**config.mk**
```make
export PLATFORM = sky130hd
export DESIGN_NAME = fisr_fmul
export DESIGN_NICKNAME = d
export VERILOG_FILES = /design/src/hdl/fisr_pkg.sv /design/src/hdl/fisr_fmul.sv
export SDC_FILE = /design/constraint.sdc
export NUM_CORES = 2
export LEC_CHECK = 0
export ABC_AREA = 1
export BUFFER_PORTS_ARGS = -buffer_cell sky130_fd_sc_hd__buf_4
export CORE_ASPECT_RATIO = 0.9
export CORE_MARGIN = 1
export CORE_UTILIZATION = 45
export DETAILED_ROUTE_END_ITERATION = 7
export GPL_ROUTABILITY_DRIVEN = 0
export PLACE_DENSITY_LB_ADDON = 0.25
export SLEW_MARGIN = 20
export SYNTH_ARGS = -nofsm -noshare
export SYNTH_HDL_FRONTEND = slang
export SYNTH_SLANG_ARGS = --single-unit
```
**constraint.sdc**
```tcl
create_clock -name clk -period 10.9 [get_ports clk]
set_input_delay 1.09 -clock clk [delete_from_list [all_inputs] [get_ports clk]]
set_output_delay 1.09 -clock clk [all_outputs]
set_load 0.02 [all_outputs]
```
**src/hdl/fisr_pkg.sv**
```systemverilog
// Shared constants and helpers for the reciprocal square root pipeline.
`timescale 1ns / 1ps
package fisr_pkg;

  typedef logic [31:0] fp32_t;

  localparam fp32_t MAGIC_CLASSIC = 32'h5F3759DF;
  localparam fp32_t MAGIC_REFINED = 32'h5F375A86;
  localparam fp32_t MAGIC_OPT     = 32'h5F1FFFF9;
  localparam fp32_t FP_HALF       = 32'h3F000000;
  localparam fp32_t FP_ONE        = 32'h3F800000;
  localparam fp32_t FP_ONE_HALF   = 32'h3FC00000;
  localparam fp32_t FP_OPT_SCALE  = 32'h3F343637;  // 0.703952253
  localparam fp32_t FP_OPT_BIAS   = 32'h4018E962;  // 2.38924456
  localparam fp32_t FP_QNAN       = 32'h7FC00000;
  localparam fp32_t FP_INF        = 32'h7F800000;

  typedef enum logic [1:0] {
    VAR_CLASSIC = 2'd0,
    VAR_REFINED = 2'd1,
    VAR_OPT     = 2'd2,
    VAR_SPARE   = 2'd3
  } variant_t;

  localparam int PIPE_LAST = 16;

  // Leading zero count of a 48-bit word, 48 when zero.
  function automatic logic [5:0] lzc48(input logic [47:0] v);
    logic [5:0] n;
    logic       found;
    n     = 6'd48;
    found = 1'b0;
    for (int i = 47; i >= 0; i--) begin
      if (!found && v[i]) begin
        n     = 6'(47 - i);
        found = 1'b1;
      end
    end
    return n;
  endfunction

endpackage

```
**src/hdl/fisr_fmul.sv**
```systemverilog
// Three-stage single-precision multiplier, round to nearest even, subnormals kept.
`timescale 1ns / 1ps
module fisr_fmul (
  input  logic           clk,
  input  logic           en,
  input  fisr_pkg::fp32_t a,
  input  fisr_pkg::fp32_t b,
  output fisr_pkg::fp32_t r
);
  import fisr_pkg::*;

  logic               s1_sign_r, s1_nan_r, s1_inf_r;
  logic [47:0]        s1_prod_r;
  logic signed [10:0] s1_exp_r;

  logic               s2_sign_r, s2_nan_r, s2_inf_r, s2_zero_r;
  logic [47:0]        s2_norm_r;
  logic signed [10:0] s2_exp_r;

  fp32_t              r_r;

  logic [7:0]         a_e, b_e, a_ee, b_ee;
  logic [23:0]        a_m, b_m;
  logic               a_nan, b_nan, a_inf, b_inf, a_zero, b_zero;
  logic               nan_nxt, inf_nxt;
  logic [47:0]        prod_nxt;
  logic signed [10:0] exp_nxt;

  logic [5:0]         lz;
  logic [47:0]        norm_nxt;
  logic signed [10:0] e2_nxt;

  logic signed [10:0] diff;
  logic [7:0]         sh;
  logic [47:0]        shifted;
  logic               lost, ovf, inc;
  logic [7:0]         efld;
  logic [30:0]        packed_v, rounded;
  fp32_t              r_nxt;

  always_comb begin
    a_e    = a[30:23];
    b_e    = b[30:23];
    a_nan  = (a_e == 8'hFF) && (a[22:0] != 23'd0);
    b_nan  = (b_e == 8'hFF) && (b[22:0] != 23'd0);
    a_inf  = (a_e == 8'hFF) && (a[22:0] == 23'd0);
    b_inf  = (b_e == 8'hFF) && (b[22:0] == 23'd0);
    a_zero = (a[30:0] == 31'd0);
    b_zero = (b[30:0] == 31'd0);
    nan_nxt = a_nan || b_nan || (a_inf && b_zero) || (b_inf && a_zero);
    inf_nxt = a_inf || b_inf;
    a_m  = {(a_e != 8'd0), a[22:0]};
    b_m  = {(b_e != 8'd0), b[22:0]};
    a_ee = (a_e == 8'd0) ? 8'd1 : a_e;
    b_ee = (b_e == 8'd0) ? 8'd1 : b_e;
    prod_nxt = 48'(a_m) * 48'(b_m);
    exp_nxt  = $signed({3'b000, a_ee}) + $signed({3'b000, b_ee}) - 11'sd127;
  end

  always_comb begin
    lz       = lzc48(s1_prod_r);
    norm_nxt = s1_prod_r << lz;
    e2_nxt   = s1_exp_r + 11'sd1 - $signed({5'b00000, lz});
  end

  always_comb begin
    diff    = 11'sd1 - s2_exp_r;
    sh      = (s2_exp_r > 11'sd0) ? 8'd0 : diff[7:0];
    shifted = s2_norm_r >> sh;
    lost    = |(s2_norm_r & ~({48{1'b1}} << sh));
    ovf     = (s2_exp_r >= 11'sd255);
    efld    = (s2_exp_r > 11'sd0) ? s2_exp_r[7:0] : 8'd0;
    inc     = shifted[23] && ((|shifted[22:0]) || lost || shifted[24]);
    packed_v = {efld, shifted[46:24]};
    rounded  = packed_v + 31'(inc);
    if (s2_nan_r) begin
      r_nxt = FP_QNAN;
    end else if (s2_inf_r || ovf) begin
      r_nxt = {s2_sign_r, FP_INF[30:0]};
    end else if (s2_zero_r) begin
      r_nxt = {s2_sign_r, 31'd0};
    end else begin
      r_nxt = {s2_sign_r, rounded};
    end
  end

  always_ff @(posedge clk) begin
    if (en) begin
      s1_sign_r <= a[31] ^ b[31];
      s1_nan_r  <= nan_nxt;
      s1_inf_r  <= inf_nxt;
      s1_prod_r <= prod_nxt;
      s1_exp_r  <= exp_nxt;
      s2_sign_r <= s1_sign_r;
      s2_nan_r  <= s1_nan_r;
      s2_inf_r  <= s1_inf_r;
      s2_zero_r <= (s1_prod_r == 48'd0);
      s2_norm_r <= norm_nxt;
      s2_exp_r  <= e2_nxt;
      r_r       <= r_nxt;
    end
  end

  assign r = r_r;

endmodule

```
Yosys cells after proc, flatten, opt, wreduce, memory -nomap -nowiden:

Index checks and enable logic that the tools add are counted.

* register bits after elaboration: 157
* output and inout port bits: 32
* word-level logic and storage cells: 255

* add/sub/neg operators: 6
* multipliers: 1
* magnitude comparators: 2
* equality and inequality tests: 2
* shift operators: 3
* multiplexer cells: 101
* bitwise logic cells: 3
* reductions and logical operators: 123

Operators with widths (count)
* $mux W6: 48
* $logic_not A31 Y1: 2
* $logic_and A1 B1 Y1: 54
* $and A48 B48 Y48: 1
* $logic_not A48 Y1: 1
* $mul A24 B24 Y48: 1
* $not A48 Y48: 1
* $reduce_or A48 Y1: 1
* $shl A48 B6 Y48: 1
* $shl A48 B8 Y48 const A: 1
* $shr A48 B8 Y47: 1
* $logic_not A1 Y1: 47
* $mux W1: 47
* $logic_not A23 Y1: 2
* $reduce_bool A23 Y1: 2
* $mux W8: 4
* $add A31 B1 Y31: 1
* $mux W31: 1
* $mux W23: 1
* $reduce_or A23 Y1: 1
* $eq A8 B8 Y1 const B: 2
* $logic_not A8 Y1: 2
* $reduce_bool A8 Y1: 2
* $add A11 B2 Y11 const B: 1
* other kinds (10): 16

Longest topological paths before layout:

* depth in word-level cells: 143
* gate-level depth with buffers: 35
* depth with buffers taken out: 33

Worst setup path after synthesis:

OpenSTA, ideal clock, no wires.

* kind: in2reg
* from: input a[25]
* to: register s1_prod_r[36] (data pin)
* library setup time: 0.260 ns
* arrival time: 7.705 ns
* required time: 10.640 ns
* slack: 2.935 ns
* stages on the path: 27
* path buffers: 1
* cells stage by stage: or4_1 -> nor2_1 -> clkbuf_1 -> nor2_1 -> fa_1 -> fa_1 -> fa_1 -> inv_1 -> fa_1 -> fa_1 -> fa_1 -> inv_1 -> fa_1 -> ha_1 -> nand2_1 -> nor2_1 -> nand2_1 -> nor2_1 -> a21oi_1 -> o21a_1 -> o21ai_0 -> a21o_1 -> nand3_1 -> nand2_1 -> nand2_1 -> nand2_1 -> xor2_1

* cells in the longest elaborated chain, start to end: 2

RTL lines
* start: declaration: RTL line fisr_fmul.sv:6 `input fisr_pkg::fp32_t a,`
* $reduce_bool A8 Y1: RTL line fisr_fmul.sv:52 `a_m = {(a_e != 8'd0), a[22:0]};`
* $mul A24 B24 Y48: RTL line fisr_fmul.sv:56 `prod_nxt = 48'(a_m) * 48'(b_m);`
* named net prod_nxt[36]: RTL line fisr_fmul.sv:26 `logic [47:0] prod_nxt;`
* end signal: assignment: RTL line fisr_fmul.sv:92 `s1_prod_r <= prod_nxt;`
* end: declaration: RTL line fisr_fmul.sv:13 `logic [47:0] s1_prod_r;`

The timed path passes the listed nets, and every way through them passes these cells.
A chain may end at the register's enable or synchronous reset.

Worst setup path after layout:

* from: input a[25]
* to: register s1_prod_r[47] (data pin)

The elaborated chain is that of the path after synthesis.

==> impl_results.md <==
* Number of max-cap violations at 0
* Core Area at 70,600 um2
* Actual slew at the worst max-slew pin at around 1.0 ns
* I/O pin count at between 90 and 100
* RSZ-0062 raised after global routing: no
* Worst slew margin at 0.301
* Core Rows at 92
* Iteration-0 DRC Markers at ~2,400
* CTS Hold Bufs at 0
* Seq/Total Area, Yosys at 0.145
* Area added between synthesis and finish at 5.01%
* Yosys reg bits at 156
* Post-DP HPWL at 69,300 um
* Buffer levels on the longest clock path at 2
* CTS tree: yes
* Wire per inst at around 17 um
* Internal reg-to-reg setup slack at 4.60 ns
* Routed vias at 27,500
* Initial Util at 0.458
* Hold Path Class: register to register
* Cells after Synth at roughly 4,300
* First-pass GRT wire length at between 100,000 and 150,000 um
* Drt drc at 0
* Pin count of the biggest net entering global routing at 89
* Critical Path Fanout Max at 9
* Async set-or-reset flop fraction in the synthesized netlist at 0
* Hold_sp: s1_sign_r
* Status: finished, final reports clean
* Die Width at roughly 280 um
* Final period utilization at 0.753
* Total Neg Setup Slack at 0 ns
* Fin. max-slew vios at 0
* CTS Buf Count at 17
* CP endpoint kind: register
* Hold slack final at 0.432 ns
* Antenna viol nets, final at 0
* Max Fclk at 0.122 GHz
* Initial antenna violation count at 0
* Post-CTS Setup Inserts at 0
* Grt ovf at 0
* Tot GR Track Use at 0.246
* Yosys cell types at 65
* Die ar. at 73,000 um2
* Post-synth EDFFs at around 160
* Final setup vio count at 0
* CP Launch Type: primary input
* Worst Setup SP: a[25]
* # placed instances at 5,157
* Share of cells above drive strength 1 at 0.0553
* CTS sink cnt at roughly 160
* Synthesized net count at just over 5,000
* Synth top area share at 0.299
* Later-pin clock latency in the skew report at ~0.45 ns
* Drt total wl at 87,300 um
* Post-synthesis cell area at 32,400 um2
* PortBufs at 97
* Crit path time final at 8.21 ns
* Final Net Count at around 5,000
* Worst-path clk slew at roughly 0.060 ns
* Kind of critical path: primary input to register
* Post-cts resize count at 0
* Final Hold Viols at 0
* Top_reg_cell synth: edfxtp_1
* Layout Cells excl Fill at 5,189
* Vias in the first global route at 27,300
* Syn. warnings at 0
* DRT Pass-1 Iters at 5
* # diodes at 0
* Fin Clk Skew at 0.0152 ns
* Die H at approximately 260 um
* Worst hold stages at 0
* Arrival time at the worst endpoint at 8.40 ns
* Reg-to-reg critical path endpoint: s2_exp_r[9]
* Critical path required time at between 10 and 15 ns
* Routed vias/inst at 5.29
* Clk root buf: clkbuf_16
* H-Tree Depth at 4
* Cell type with the largest total area after synthesis: fa_1
* Hold EP: s2_sign_r
* R2R cell count at 27
* Mean post-synth cell area at between 7 and 8 um2
* R2R Path Start: s1_prod_r[40]
* Synth area leaders: fa_1 (30%), edfxtp_1 (14%), nand2_1 (13%), inv_1 (10%), ha_1 (8.0%)
-- per-layer routing --
layer | GRT usage | share of wire | routed length, um
met3 | 0.0317 | 0.070 | 6100
met2 | 0.400 | 0.46 | 40400
met5 | 0 | 0 | 0
met1 | 0.349 | 0.45 | 39300
met4 | 0.0514 | 0.017 | 1490
-- area by class of cell --
class / instances / area [um2]
timing repair buffer: 112 / 845
clock buffer: 18 / 429
inverter: 896 / 3360
fill: 6970 / 36600
tap: 940 / 1180
sequential: 156 / 4680
clock inverter: 14 / 160
multi-input combinational: 3053 / 23300
-- Yosys cell counts, types with 7 or more instances --
master,n
buf_2,25
o21ai_0,113
o211ai_1,8
nor2_2,11
buf_4,8
o21ai_1,54
nor4_1,19
nor3_1,21
nor2_1,208
nand3b_1,10
nand4_1,47
edfxtp_1,156
nand2_2,12
fa_1,484
ha_1,207
xor2_1,40
inv_2,19
inv_1,874
xnor2_1,20
buf_1,15
o22ai_1,12
o21a_1,7
clkbuf_1,183
nand3_1,398
a31oi_1,10
o31ai_1,8
nor2_4,9
nand2_1,1152
a22oi_1,11
a21oi_1,111
-- critical path, cell delays in order --
cell and delay (ns):
buf_4 0.12, or4_1 0.52, nor2_1 0.52, clkinv_1 0.63, nand2_1 0.25, fa_1 0.41
inv_1 0.09, fa_1 0.41, ha_1 0.30, fa_1 0.52, inv_1 0.07, fa_1 0.50
fa_1 0.50, inv_1 0.05, fa_1 0.43, ha_1 0.39, nand2_1 0.11, nor2_1 0.13
inv_1 0.07, nor3_1 0.26, nand3_1 0.11, nand3_1 0.16, nand4_1 0.09, o211ai_1 0.13
nand3_1 0.11, nand2_1 0.15, a211oi_1 0.10, xor2_1 0.14
-- state kept, by name, summed over array words and instances (netlist names) --
register	cells
s1_prod_r	48
s2_norm_r	48
r	32
s2_exp_r	11
s1_exp_r	10
s1_inf_r	1
s1_nan_r	1
s1_sign_r	1
s2_inf_r	1
s2_nan_r	1
s2_sign_r	1
s2_zero_r	1
-- layout by cell type (no fill, tap or decap), drive strengths merged, types with 18 or more instances in the layout --
master | netlist | final
a21oi | 112 | 112
buf | 54 | 112
clkbuf | 184 | 18
edfxtp | 156 | 156
fa | 484 | 484
ha | 207 | 207
inv | 893 | 898
nand2 | 1169 | 1169
nand3 | 404 | 404
nand4 | 49 | 49
nor2 | 230 | 230
nor3 | 28 | 28
nor4 | 19 | 19
o21ai | 172 | 172
xnor2 | 20 | 20
xor2 | 41 | 41
-- through the flow --
| stage | utilization | setup WS (ns) | cell area, um2 |
|---|---|---|---|
| global route | 0.481 | 2.28 | 34000 |
| CTS | 0.481 | 2.70 | 34000 |
| finish | 0.481 | 2.69 | 34000 |
| global placement | 0.473 | 2.27 | 33400 |
| detailed placement | 0.473 | 2.23 | 33400 |
| floorplan | - | 2.93 | 32400 |
-- kinds of logic (layout without fill, tap and decap cells) --
group | Yosys count | count (layout) | share of synthesized area
adder cells (fa/ha/maj) | 691 | 691 | 0.380
buffers and inverters | 1134 | 1040 | 0.135
XOR/XNOR | 61 | 61 | 0.0171
AO/OA/AOI/OAI | 367 | 367 | 0.0641
flip-flops | 156 | 156 | 0.145
multiplexers | 3 | 3 | 0.000928
AND/OR/NAND/NOR | 1931 | 1931 | 0.259
-- worst max path at each step --
stage	depth (start not counted)	to
after detailed placement	28	s1_prod_r[45]
final	28	s1_prod_r[47]
after global placement	28	s1_prod_r[45]
after CTS	28	s1_prod_r[47]
after floorplan	27	s1_prod_r[36]
after global routing	28	s1_prod_r[45]
Power is not shown: default switching activity piles up to over one toggle a cycle in this logic, so the estimate is an artifact.
